### src/hdl/plah_pkg.sv
// Shared types and constants for the piecewise-linear angle-to-height linearizer.
package plah_pkg;

    // Field widths
    localparam int ANGLE_W    = 16;
    localparam int HEIGHT_W   = 16;
    localparam int IDX_W      = 3;
    localparam int SEG_W      = 2;
    // Difference operands are one bit wider than the fields
    localparam int DIFF_W     = ANGLE_W + 1;
    localparam int PROD_W     = 2 * DIFF_W;
    // |num| <= 65535 * 65535, so the magnitude fits 32 bits
    localparam int DIVIDEND_W = 2 * ANGLE_W;
    // h_lo plus a signed quotient
    localparam int SUM_W      = DIVIDEND_W + 3;

    localparam int POINTS_DEFAULT = 5;

    // Item commands
    localparam logic CMD_WRITE   = 1'b0;
    localparam logic CMD_CONVERT = 1'b1;

    typedef struct packed {
        logic                       cmd;
        logic [IDX_W-1:0]           point_index;
        logic [ANGLE_W-1:0]         point_angle;
        logic signed [HEIGHT_W-1:0] point_height;
        logic [ANGLE_W-1:0]         query_angle;
    } t_in_item;

    typedef struct packed {
        logic signed [HEIGHT_W-1:0] height_out;
        logic                       saturated;
        logic                       degenerate;
        logic [SEG_W-1:0]           segment_used;
    } t_out_item;

endpackage

### src/hdl/plah_div.sv
// Restoring unsigned divider, one quotient bit per cycle.
module plah_div (
    input  logic                                i_clk,
    input  logic                                i_rst_n,
    input  logic                                i_start,
    input  logic [plah_pkg::DIVIDEND_W-1:0]     i_dividend,
    input  logic [plah_pkg::ANGLE_W-1:0]        i_divisor,
    output logic                                o_done,
    output logic [plah_pkg::DIVIDEND_W-1:0]     o_quotient
);

    localparam int NW = plah_pkg::DIVIDEND_W;
    localparam int DW = plah_pkg::ANGLE_W;
    localparam int CW = $clog2(NW + 1);

    logic [NW-1:0] r_quo;
    logic [DW-1:0] r_rem;
    logic [DW-1:0] r_den;
    logic [CW-1:0] r_cnt;
    logic          r_busy;
    logic          r_done;

    logic [DW:0]   shifted;
    logic [DW:0]   trial;
    logic          q_bit;

    // Shift in the next dividend bit and try the subtract
    always_comb begin
        shifted = {r_rem, r_quo[NW-1]};
        trial   = shifted - {1'b0, r_den};
        q_bit   = ~trial[DW];
    end

    // Control
    always_ff @(posedge i_clk) begin
        if (!i_rst_n) begin
            r_busy <= 1'b0;
            r_done <= 1'b0;
            r_cnt  <= '0;
        end else begin
            r_done <= 1'b0;
            if (i_start) begin
                r_busy <= 1'b1;
                r_cnt  <= CW'(NW);
            end else if (r_busy) begin
                r_cnt <= r_cnt - 1'b1;
                if (r_cnt == CW'(1)) begin
                    r_busy <= 1'b0;
                    r_done <= 1'b1;
                end
            end
        end
    end

    // Datapath
    always_ff @(posedge i_clk) begin
        if (i_start) begin
            r_quo <= i_dividend;
            r_rem <= '0;
            r_den <= i_divisor;
        end else if (r_busy) begin
            r_quo <= {r_quo[NW-2:0], q_bit};
            // a failed trial leaves a value below the divisor
            r_rem <= q_bit ? trial[DW-1:0] : shifted[DW-1:0];
        end
    end

    assign o_done     = r_done;
    assign o_quotient = r_quo;

endmodule

### src/hdl/piecewise_linear_angle_to_height.sv
// Top level of the piecewise-linear angle-to-height linearizer.
//
// Input channel (i_in_valid / o_in_stall / i_in_item) takes two kinds of item.
// A write item stores one calibration point (angle, height) into slot
// point_index; it gives no result, and slots at or past POINTS are ignored.
// A convert item sorts a copy of the table by angle, picks the segment
// holding query_angle (extrapolating past either end) and interpolates; it
// gives one item on the output channel
// (o_out_valid / i_out_stall / o_out_item).
// A convert item runs the exchange sort through the working shift line,
// the segment search, the multiply and the bit-serial 32-step divider, then
// waits in a done state; a segment with equal end angles skips the divider.
// The input stalls while a conversion runs. A finished result sits in the
// output register; when the receiver stalls, the block holds the next result
// until the register frees and accepts a new item meanwhile only after that.
// Synchronous reset clears the table to all zero and empties the output.
module piecewise_linear_angle_to_height #(
    parameter int POINTS = plah_pkg::POINTS_DEFAULT
) (
    input  logic                i_clk,
    input  logic                i_rst_n,
    input  logic                i_in_valid,
    output logic                o_in_stall,
    input  plah_pkg::t_in_item  i_in_item,
    output logic                o_out_valid,
    input  logic                i_out_stall,
    output plah_pkg::t_out_item o_out_item
);

    localparam int AW  = plah_pkg::ANGLE_W;
    localparam int HW  = plah_pkg::HEIGHT_W;
    localparam int SW  = $clog2(POINTS);
    localparam int XW  = 5;
    localparam int DFW = plah_pkg::DIFF_W;
    localparam int PW  = plah_pkg::PROD_W;
    localparam int NW  = plah_pkg::DIVIDEND_W;
    localparam int VW  = plah_pkg::SUM_W;
    localparam logic signed [VW-1:0] VMAX = VW'(32767);
    localparam logic signed [VW-1:0] VMIN = -VW'(32768);

    typedef enum logic [6:0] {
        S_IDLE = 7'b0000001,
        S_SORT = 7'b0000010,
        S_PREP = 7'b0000100,
        S_SCAN = 7'b0001000,
        S_MULT = 7'b0010000,
        S_DIV  = 7'b0100000,
        S_DONE = 7'b1000000
    } t_state;

    t_state r_state, n_state;

    // Calibration table and working line (w[POINTS-1] is the sort's current slot)
    logic [AW-1:0]        r_tab_a [POINTS];
    logic signed [HW-1:0] r_tab_h [POINTS];
    logic [AW-1:0]        r_wa    [POINTS];
    logic signed [HW-1:0] r_wh    [POINTS];

    logic [SW-1:0]        r_pass;
    logic [SW-1:0]        r_step;
    logic [AW-1:0]        r_q;
    logic                 r_low;
    logic                 r_high;
    logic [AW-1:0]        r_den;
    logic signed [PW-1:0] r_prod;
    logic                 r_div_start;
    plah_pkg::t_out_item  r_res;
    logic                 r_out_valid;
    plah_pkg::t_out_item  r_out;

    logic                 in_acc;
    logic                 out_free;
    logic [XW-1:0]        idx_ext;
    logic                 cmp_en;
    logic                 last_step;
    logic                 last_pass;
    logic                 swap;
    logic [AW-1:0]        push_a;
    logic signed [HW-1:0] push_h;
    logic [AW-1:0]        cur_a;
    logic signed [HW-1:0] cur_h;
    logic                 stop;
    logic signed [DFW-1:0] dq;
    logic signed [DFW-1:0] dh;
    logic [AW-1:0]        den_c;
    logic signed [PW-1:0] prod_mag;
    logic                 div_done;
    logic [NW-1:0]        quo;
    logic signed [VW-1:0] quo_s;
    logic signed [VW-1:0] val;
    logic                 w_sorted;
    logic [XW-1:0]        seg_ext;

    assign o_in_stall = (r_state != S_IDLE);
    assign in_acc     = i_in_valid && !o_in_stall;
    assign out_free   = !r_out_valid || !i_out_stall;
    assign idx_ext    = XW'(i_in_item.point_index);
    assign seg_ext    = XW'(r_step);

    // Exchange-sort step: compare current slot with the ring head
    always_comb begin
        cmp_en    = ({1'b0, r_step} + {1'b0, r_pass}) < (SW+1)'(POINTS - 1);
        last_step = (r_step == SW'(POINTS - 1));
        last_pass = (r_pass == SW'(POINTS - 2));
        swap      = last_step || (cmp_en && (r_wa[POINTS-1] > r_wa[0]));
        push_a    = swap ? r_wa[POINTS-1] : r_wa[0];
        push_h    = swap ? r_wh[POINTS-1] : r_wh[0];
        cur_a     = swap ? r_wa[0] : r_wa[POINTS-1];
        cur_h     = swap ? r_wh[0] : r_wh[POINTS-1];
    end

    // Segment search stop
    assign stop = r_low || (r_step == SW'(POINTS - 2)) || (!r_high && (r_q <= r_wa[1]));

    // Differences for the multiply
    always_comb begin
        dq    = $signed({1'b0, r_q}) - $signed({1'b0, r_wa[0]});
        dh    = $signed({r_wh[1][HW-1], r_wh[1]}) - $signed({r_wh[0][HW-1], r_wh[0]});
        den_c = r_wa[1] - r_wa[0];
    end

    // Operand magnitude, signed quotient and final sum
    always_comb begin
        prod_mag = r_prod[PW-1] ? -r_prod : r_prod;
        quo_s    = r_prod[PW-1] ? -$signed({3'b000, quo}) : $signed({3'b000, quo});
        val      = $signed({{(VW-HW){r_wh[0][HW-1]}}, r_wh[0]}) + quo_s;
    end

    plah_div u_div (
        .i_clk      (i_clk),
        .i_rst_n    (i_rst_n),
        .i_start    (r_div_start),
        .i_dividend (prod_mag[NW-1:0]),
        .i_divisor  (r_den),
        .o_done     (div_done),
        .o_quotient (quo)
    );

    // Next state
    always_comb begin
        n_state = r_state;
        unique case (r_state)
            S_IDLE: if (in_acc && i_in_item.cmd == plah_pkg::CMD_CONVERT) n_state = S_SORT;
            S_SORT: if (last_step && last_pass) n_state = S_PREP;
            S_PREP: n_state = S_SCAN;
            S_SCAN: if (stop) n_state = S_MULT;
            S_MULT: n_state = (den_c == '0) ? S_DONE : S_DIV;
            S_DIV:  if (div_done) n_state = S_DONE;
            S_DONE: if (out_free) n_state = S_IDLE;
            default: n_state = S_IDLE;
        endcase
    end

    // Control registers
    always_ff @(posedge i_clk) begin
        if (!i_rst_n) begin
            r_state     <= S_IDLE;
            r_pass      <= '0;
            r_step      <= '0;
            r_div_start <= 1'b0;
            r_out_valid <= 1'b0;
        end else begin
            r_state     <= n_state;
            r_div_start <= (r_state == S_MULT) && (den_c != '0);
            case (r_state)
                S_IDLE: begin
                    r_pass <= '0;
                    r_step <= '0;
                end
                S_SORT: begin
                    if (last_step) begin
                        r_step <= '0;
                        r_pass <= r_pass + 1'b1;
                    end else begin
                        r_step <= r_step + 1'b1;
                    end
                end
                S_PREP: r_step <= '0;
                S_SCAN: if (!stop) r_step <= r_step + 1'b1;
                default: ;
            endcase
            if (r_state == S_DONE && out_free) begin
                r_out_valid <= 1'b1;
            end else if (!i_out_stall) begin
                r_out_valid <= 1'b0;
            end
        end
    end

    // Calibration table, cleared at reset
    always_ff @(posedge i_clk) begin
        if (!i_rst_n) begin
            for (int k = 0; k < POINTS; k++) begin
                r_tab_a[k] <= '0;
                r_tab_h[k] <= '0;
            end
        end else if (in_acc && i_in_item.cmd == plah_pkg::CMD_WRITE) begin
            for (int k = 0; k < POINTS; k++) begin
                if (idx_ext == XW'(k)) begin
                    r_tab_a[k] <= i_in_item.point_angle;
                    r_tab_h[k] <= i_in_item.point_height;
                end
            end
        end
    end

    // Working line and datapath
    always_ff @(posedge i_clk) begin
        case (r_state)
            S_IDLE: begin
                if (in_acc && i_in_item.cmd == plah_pkg::CMD_CONVERT) begin
                    r_q <= i_in_item.query_angle;
                    r_wa[POINTS-1] <= r_tab_a[0];
                    r_wh[POINTS-1] <= r_tab_h[0];
                    for (int k = 0; k < POINTS - 1; k++) begin
                        r_wa[k] <= r_tab_a[k+1];
                        r_wh[k] <= r_tab_h[k+1];
                    end
                end
            end
            S_SORT: begin
                // ring is w[0..POINTS-2]; sorted slots trail behind the live ones
                for (int k = 0; k < POINTS - 2; k++) begin
                    r_wa[k] <= r_wa[k+1];
                    r_wh[k] <= r_wh[k+1];
                end
                r_wa[POINTS-2] <= push_a;
                r_wh[POINTS-2] <= push_h;
                r_wa[POINTS-1] <= cur_a;
                r_wh[POINTS-1] <= cur_h;
            end
            S_PREP: begin
                r_low  <= (r_q <= r_wa[0]);
                r_high <= (r_q >= r_wa[POINTS-1]);
            end
            S_SCAN: begin
                // rotate until w[0], w[1] hold the chosen segment
                if (!stop) begin
                    for (int k = 0; k < POINTS - 1; k++) begin
                        r_wa[k] <= r_wa[k+1];
                        r_wh[k] <= r_wh[k+1];
                    end
                    r_wa[POINTS-1] <= r_wa[0];
                    r_wh[POINTS-1] <= r_wh[0];
                end
            end
            S_MULT: begin
                r_den  <= den_c;
                r_prod <= dq * dh;
                if (den_c == '0) begin
                    r_res.height_out   <= '0;
                    r_res.saturated    <= 1'b0;
                    r_res.degenerate   <= 1'b1;
                    r_res.segment_used <= seg_ext[plah_pkg::SEG_W-1:0];
                end
            end
            S_DIV: begin
                if (div_done) begin
                    r_res.degenerate   <= 1'b0;
                    r_res.segment_used <= seg_ext[plah_pkg::SEG_W-1:0];
                    if (val > VMAX) begin
                        r_res.height_out <= VMAX[HW-1:0];
                        r_res.saturated  <= 1'b1;
                    end else if (val < VMIN) begin
                        r_res.height_out <= VMIN[HW-1:0];
                        r_res.saturated  <= 1'b1;
                    end else begin
                        r_res.height_out <= val[HW-1:0];
                        r_res.saturated  <= 1'b0;
                    end
                end
            end
            default: ;
        endcase
        if (r_state == S_DONE && out_free) begin
            r_out <= r_res;
        end
    end

    assign o_out_valid = r_out_valid;
    assign o_out_item  = r_out;

    // Sort check for the assertions
    always_comb begin
        w_sorted = 1'b1;
        for (int k = 0; k < POINTS - 1; k++) begin
            if (r_wa[k] > r_wa[k+1]) w_sorted = 1'b0;
        end
    end

    a_sorted: assert property (@(posedge i_clk) disable iff (!i_rst_n)
        (r_state == S_PREP) |-> w_sorted)
        else $error("working line not in angle order after sort");

    a_out_src: assert property (@(posedge i_clk) disable iff (!i_rst_n)
        $rose(o_out_valid) |-> $past(r_state == S_DONE))
        else $error("result appeared without a finished conversion");

    a_degen: assert property (@(posedge i_clk) disable iff (!i_rst_n)
        (o_out_valid && o_out_item.degenerate) |->
            (!o_out_item.saturated && o_out_item.height_out == '0))
        else $error("degenerate result carries a height or saturation");

    a_div_start: assert property (@(posedge i_clk) disable iff (!i_rst_n)
        r_div_start |-> ((r_state == S_DIV) && (r_den != '0)))
        else $error("divider started outside divide or with zero divisor");

endmodule
### config.mk
export PLATFORM = sky130hd
export DESIGN_NAME = piecewise_linear_angle_to_height
export DESIGN_NICKNAME = d
export VERILOG_FILES = /design/src/hdl/plah_pkg.sv /design/src/hdl/plah_div.sv /design/src/hdl/piecewise_linear_angle_to_height.sv
export SDC_FILE = /design/constraint.sdc
export NUM_CORES = 2
export LEC_CHECK = 0
export BUFFER_PORTS_ARGS = -buffer_cell sky130_fd_sc_hd__buf_2
export CAP_MARGIN = 20
export CORE_MARGIN = 2
export CORE_UTILIZATION = 55
export DETAILED_ROUTE_END_ITERATION = 6
export GPL_ROUTABILITY_DRIVEN = 0
export GPL_TIMING_DRIVEN = 0
export PLACE_DENSITY = 0.83
export SYNTH_ARGS = -nofsm -noshare
export SYNTH_HDL_FRONTEND = slang
export SYNTH_SLANG_ARGS = --single-unit
### constraint.sdc
create_clock -name i_clk -period 8.7 [get_ports i_clk]
set_input_delay 2.61 -clock i_clk [delete_from_list [all_inputs] [get_ports i_clk]]
set_output_delay 2.61 -clock i_clk [all_outputs]
set_load 0.02 [all_outputs]
# After elaboration in Yosys (flattened, before gate mapping)
# Memory sizes are Yosys's and may differ from the RTL's.
# Cells that the tools add are included.
word_totals:
  word_cells: 231
  in_bits: 56
  n_memories: 4
  out_inout_bits: 22
  ram_bits: 320
  regBits: 195
memory_table:
  columns: ["name", "words", "width", "read_ports", "rd_clocked_by_memory_dff", "write_ports", "line", "text"]
  rows:
  - ["r_tab_a", 5, 16, 5, 0, 5, "piecewise_linear_angle_to_height.sv:54", "logic [AW-1:0] r_tab_a [POINTS];"]
  - ["r_tab_h", 5, 16, 5, 0, 5, "piecewise_linear_angle_to_height.sv:55", "logic signed [HW-1:0] r_tab_h [POINTS];"]
  - ["r_wa", 5, 16, 5, 0, 5, "piecewise_linear_angle_to_height.sv:56", "logic [AW-1:0] r_wa [POINTS];"]
  - ["r_wh", 5, 16, 5, 0, 5, "piecewise_linear_angle_to_height.sv:57", "logic signed [HW-1:0] r_wh [POINTS];"]
classes:
  n_addsub: 11
  n_bitwise: 34
  mul: 1
  mux: 93
  n_eq_ne: 25
  reduce_logical: 31
  magnitude_cmp: 7
ops:
  columns: ["cell", "count"]
  rows:
  - ["2-to-1 mux 16 bit", 35]
  - ["2-to-1 mux 32 bit", 3]
  - ["case mux 7 bit (7 select lines)", 1]
  - ["2-to-1 mux 7 bit", 6]
  - ["2-to-1 mux 20 bit", 2]
  - ["case mux 20 bit (2 select lines)", 1]
  - ["adder 16 x 35 -> 35 bit", 1]
  - ["greater-than comparator 35 x 16 -> 1 bit, second input constant", 1]
  - ["less-than comparator 35 x 16 -> 1 bit, second input constant", 1]
  - ["2-to-1 mux 1 bit", 35]
  - ["2-to-1 mux 35 bit", 1]
  - ["negator 32 -> 35 bit", 1]
  - ["multiplier 17 x 17 -> 34 bit", 1]
  - ["2-to-1 mux 17 bit", 2]
  - ["subtractor 16 x 16 -> 17 bit", 2]
  - ["<= comparator 16 bit", 2]
  - ["negator 32 bit", 1]
  - ["OR 1 bit", 30]
  - ["subtractor 17 x 16 -> 17 bit", 1]
  - [">= comparator 16 bit", 1]
  - ["greater-than comparator 16 bit", 1]
  - ["logical NOT 16 bit", 1]
  - ["nonzero test 16 bit", 1]
  - ["subtractor 16 bit", 1]
  - ["other kinds (34)", 70]

# Logic depth before layout (Yosys ltp)
logic_depth:
  ltp_word: 9
  mapped_depth: 38
  ltp_nobuf: 37

# By module
# Synthesis repeated with hierarchy kept, for this count alone.
unflattened:
  cells_unflattened: 3433
  hier_area_um2: 37400.9
by_module_without_submodules:
  columns: ["module", "n_inst", "cells_per_inst", "seq_area_each_um2", "area_each_um2"]
  rows:
  - ["piecewise_linear_angle_to_height", 1, 3119, 13122.6, 33719.8]
  - ["plah_div", 1, 314, 1921.8, 3681.0]

# Worst setup path before layout
# Ideal clock, no wire load.
synth_path:
  kind: "register to register"
  from: "memory r_wa[0][1] (netlist bit)"
  to: "register r_prod[30], data pin"
  period_less_slack_ns: 8.949
  required_ns: 8.441
  path_buffers: 1
  stages_incl_launch_ff: 36
  arrival_time_ns: 8.690
  setup_time_ns: 0.259
  setup_slack_ns: -0.249
  cell_sequence: "edfxtp_1 -> inv_1 -> ha_1 -> nor2b_1 -> o21ai_0 -> a21boi_0 -> o21ai_0 -> a21oi_1 -> a211o_1 -> a21o_1 -> a21o_1 -> a221o_1 -> xor2_1 -> clkbuf_1 -> nand2_1 -> fa_1 -> inv_1 -> fa_1 -> inv_1 -> fa_1 -> inv_1 -> fa_1 -> fa_1 -> inv_1 -> fa_1 -> inv_1 -> ha_1 -> a21o_1 -> a21oi_1 -> o21ai_0 -> or3_1 -> a21boi_0 -> a21boi_0 -> a41o_1 -> and4b_1 -> a211o_1"
synth_rtl:
  columns: ["element", "line", "text"]
  rows:
  - ["start: declaration", "piecewise_linear_angle_to_height.sv:56", null]
  - ["end signal: assignment", "piecewise_linear_angle_to_height.sv:249", "r_prod <= dq * dh;"]
  - ["end: declaration", "piecewise_linear_angle_to_height.sv:65", "logic signed [PW-1:0] r_prod;"]

# Final worst setup path
layout_path:
  from: "register r_q[1]"
  to: "register r_prod[33], data pin"
layout_between:
  elab_chain_cells: 2
layout_lines:
  columns: ["element", "line", "text"]
  rows:
  - ["start: declaration", "piecewise_linear_angle_to_height.sv:61", "logic [AW-1:0] r_q;"]
  - ["start signal: assignment", "piecewise_linear_angle_to_height.sv:212", "r_q <= i_in_item.query_angle;"]
  - ["subtractor 16 x 16 -> 17 bit", "piecewise_linear_angle_to_height.sv:117", "dq = $signed({1'b0, r_q}) - $signed({1'b0, r_wa[0]});"]
  - ["multiplier 17 x 17 -> 34 bit", "piecewise_linear_angle_to_height.sv:249", null]
# No other way between the ends.
# A chain may end at the register's enable or synchronous reset.

==> results_dict.tcl <==
set metrics [dict create \
    status "complete, but fails checks" \
    failed_checks "negative setup slack" \
    route.vias.total 28508 \
    floorplan.die_area_sq_um 69100 \
    dr.pass1.iters 7 \
    postLayoutCellArea_sq_um 42100 \
    fmaxAchievable_ghz 0.107 \
    initial_utilization_pct 55.8 \
    fp.dieH_microns 263 \
    global_route_wire_length_before_repair_microns 153000 \
    synth_seq_area_share_pct 40.8 \
    ys_async_sr_fraction_pct 0 \
    synth_commonest_cells "sky130_fd_sc_hd__nand2_1 (564), sky130_fd_sc_hd__edfxtp_1 (475), sky130_fd_sc_hd__inv_1 (449)" \
    critPathSlowestCell "sky130_fd_sc_hd__edfxtp_1" \
    fill_cells 4599 \
    clock_tree.htree_level_count 2 \
    clk_root_buffer_cell "sky130_fd_sc_hd__clkbuf_16" \
    grt_start_max_net_pins 67 \
    cp_data_arrival_time_ns 9.75 \
    cap_viol_max_count 0 \
    synth_top_cells_by_area "sky130_fd_sc_hd__edfxtp_1 (39%), sky130_fd_sc_hd__fa_1 (16%), sky130_fd_sc_hd__ha_1 (8.2%)" \
    synthFlopType "sky130_fd_sc_hd__edfxtp_1" \
    slowest_delay_ns 0.61 \
    cell_area_after_synthesis_sq_um 36800 \
    period_share_pct 108 \
    area_growth_pct 14.4 \
    synth_top_area_share_pct 38.7 \
    detail_route.wirelength_microns 102000 \
    cts.hold.buffers_added 0 \
    grt_pass1_vias 28491 \
    numCtsBuffers 52 \
    yosys.cell_count.top_type "sky130_fd_sc_hd__nand2_1" \
    yosysTopAreaCell "sky130_fd_sc_hd__edfxtp_1" \
    post-route-util_pct 63.9 \
    yosys.cell_types.count 72 \
    crit_path_end_kind "flop" \
    crit_path_max_fanout 10 \
    min_tclk_post_route_ns 9.36 \
    dp.final_hpwl_microns 71500 \
    rows 94 \
    final-max-slew-violation-count 0 \
    post-route-drc-count 0 \
    wl_per_cell_microns 21.7 \
    grtUsageTotal_pct 28.5 \
    timing.critical_path.required_ns 9.09 \
    detailed_router_s_first_iteration_violation_count 3325 \
    boundaryPins 78 \
    deepest_clock_path_buffer_count 3 \
    post_placement_worst_setup_slack_ns -1.96 \
    number_of_antenna_cells_inserted 0 \
    tritoncts "yes" \
    syn-mean-instance-area_sq_um 10.3 \
    synth.yosys.warnings 0 \
    grt_antenna_before_repair 1 \
    placeableCoreArea_sq_um 66000 \
    hold_path.class "reg -> reg" \
    die_width_microns 263 \
    share_of_cells_above_drive_strength_1_pct 11.8 \
    setup.worst_path.start_class "flop" \
    numClockSinks 514 \
    cpMostUsedCell "sky130_fd_sc_hd__fa_1" \
    timing.final.ws_setup_ns -0.662 \
    area_taken_by_multi_input_logic_gates_sq_um 20500 \
    rsz0062_at_grt "true" \
    clk-insertion-delay-late_ns 0.63 \
    final_stage_net_count 4413 \
    critPathKind "reg -> reg" \
    finalHoldViolCount 0 \
    net_count_after_synthesis 4173 \
    io_buffers 77 \
    vias_per_cell 6.04 \
    fin_worst_skew_ns 0.0324 \
    synth_enable_flop_cells 475 \
    timing.slew.headroom_pct 13.8 \
    synth_seq_cells 514 \
    clkSlewWorstSetupHoldPaths_ns 0.06 \
    ant_nets 0 \
    report.final.setup_viol 7 \
    seq_area_sq_um 15000 \
    postSynthCellCount 3575 \
    tightestPinTransition_ns 1.28 \
    postPlaceCellArea_sq_um 38600 \
    sum_of_overflow_across_all_layers_after_global_routing 0 \
]
[state kept, by name, summed over array words and instances (netlist names), 20 cells and up]
signal / count
r_tab_a: 80
r_tab_h: 80
r_wa: 80
r_wh: 80
r_prod: 33
u_div.o_quotient: 32
o_out_item: 20
r_res: 20
[cells by family (layout without fill, tap and decap cells)]
logic type | after synthesis | in the layout | share of synthesized area, %
adder cells (fa/ha/maj) | 542 | 542 | 24.6
AO/OA/AOI/OAI | 546 | 546 | 9.27
buffers and inverters | 567 | 849 | 5.78
multiplexers | 24 | 24 | 0.679
AND/OR/NAND/NOR | 1186 | 1186 | 14.2
flip-flops | 514 | 514 | 40.8
XOR/XNOR | 196 | 196 | 4.66
[layout make-up]
class / instances / share of cell area [%]
Buffer: 113 / 1.22
Clock buffer: 53 / 3.10
Clock inverter: 43 / 1.37
Inverter: 449 / 4.00
Multi-Input combinational cell: 2494 / 48.7
Sequential cell: 514 / 35.7
Tap cell: 864 / 2.56
Timing Repair Buffer: 191 / 3.32
[timing repair]
action | CTS | global route
endpoints found under the setup margin | 17 | 10
endpoints found under the hold margin | 0 | 0
pin swaps | 53 | 63
gates cloned | 0 | 0
buffers inserted | 66 | 33
gates resized for setup | 136 | 77
[layer usage]
layer	routed length [microns]	track usage, %	vias up
met1	36300	34.9	13731
met3	11700	6.99	497
met2	47500	46.7	1826
met5	15	0	-
li1	-	-	12452
met4	6760	15.0	2
[final timing paths]
path	to	slack [ns]	cells after the start	start
max reg2reg	r_prod[33]	-0.66	34	r_q[1]
max	r_prod[33]	-0.66	34	r_q[1]
min reg2reg	u_div.r_den[15]	0.42	0	r_den[15]
min	u_div.r_den[15]	0.42	0	r_den[15]
[per-stage QoR]
| step | hold WS, ns | cells | setup TNS (ns) |
|---|---|---|---|
| after floorplan | 0.400 | 3575 | 0 |
| after global placement | 0.402 | 4516 | -42.33 |
| after detailed placement | 0.405 | 4529 | -16.02 |
| after CTS | 0.411 | 4687 | -0.521 |
| after global routing | 0.419 | 4721 | -3.75 |
| final | 0.416 | 4721 | -2.31 |
[cell usage in the layout, fill, tap and decap left out, types with 89 or more instances in the layout]
master,n
sky130_fd_sc_hd__a21oi_1,138
sky130_fd_sc_hd__buf_4,99
sky130_fd_sc_hd__clkbuf_1,89
sky130_fd_sc_hd__edfxtp_1,475
sky130_fd_sc_hd__fa_1,295
sky130_fd_sc_hd__ha_1,223
sky130_fd_sc_hd__inv_1,434
sky130_fd_sc_hd__nand2_1,556
sky130_fd_sc_hd__nor2_1,311
sky130_fd_sc_hd__o21ai_0,139
sky130_fd_sc_hd__xnor2_1,106
[worst max-delay path, delay by kind of cell, from the launching register on]
family / cells / cell delay, ns
XOR/XNOR: 2 / 0.59
flip-flops: 1 / 0.61
buffers and inverters: 5 / 0.62
AND/OR/NAND/NOR: 7 / 1.63
adder cells (fa/ha/maj): 8 / 3.79
AO/OA/AOI/OAI: 12 / 1.88
Power is left out: the tool's default activity adds up to more than one toggle a clock period on the data nets, which glitch-free logic cannot reach.
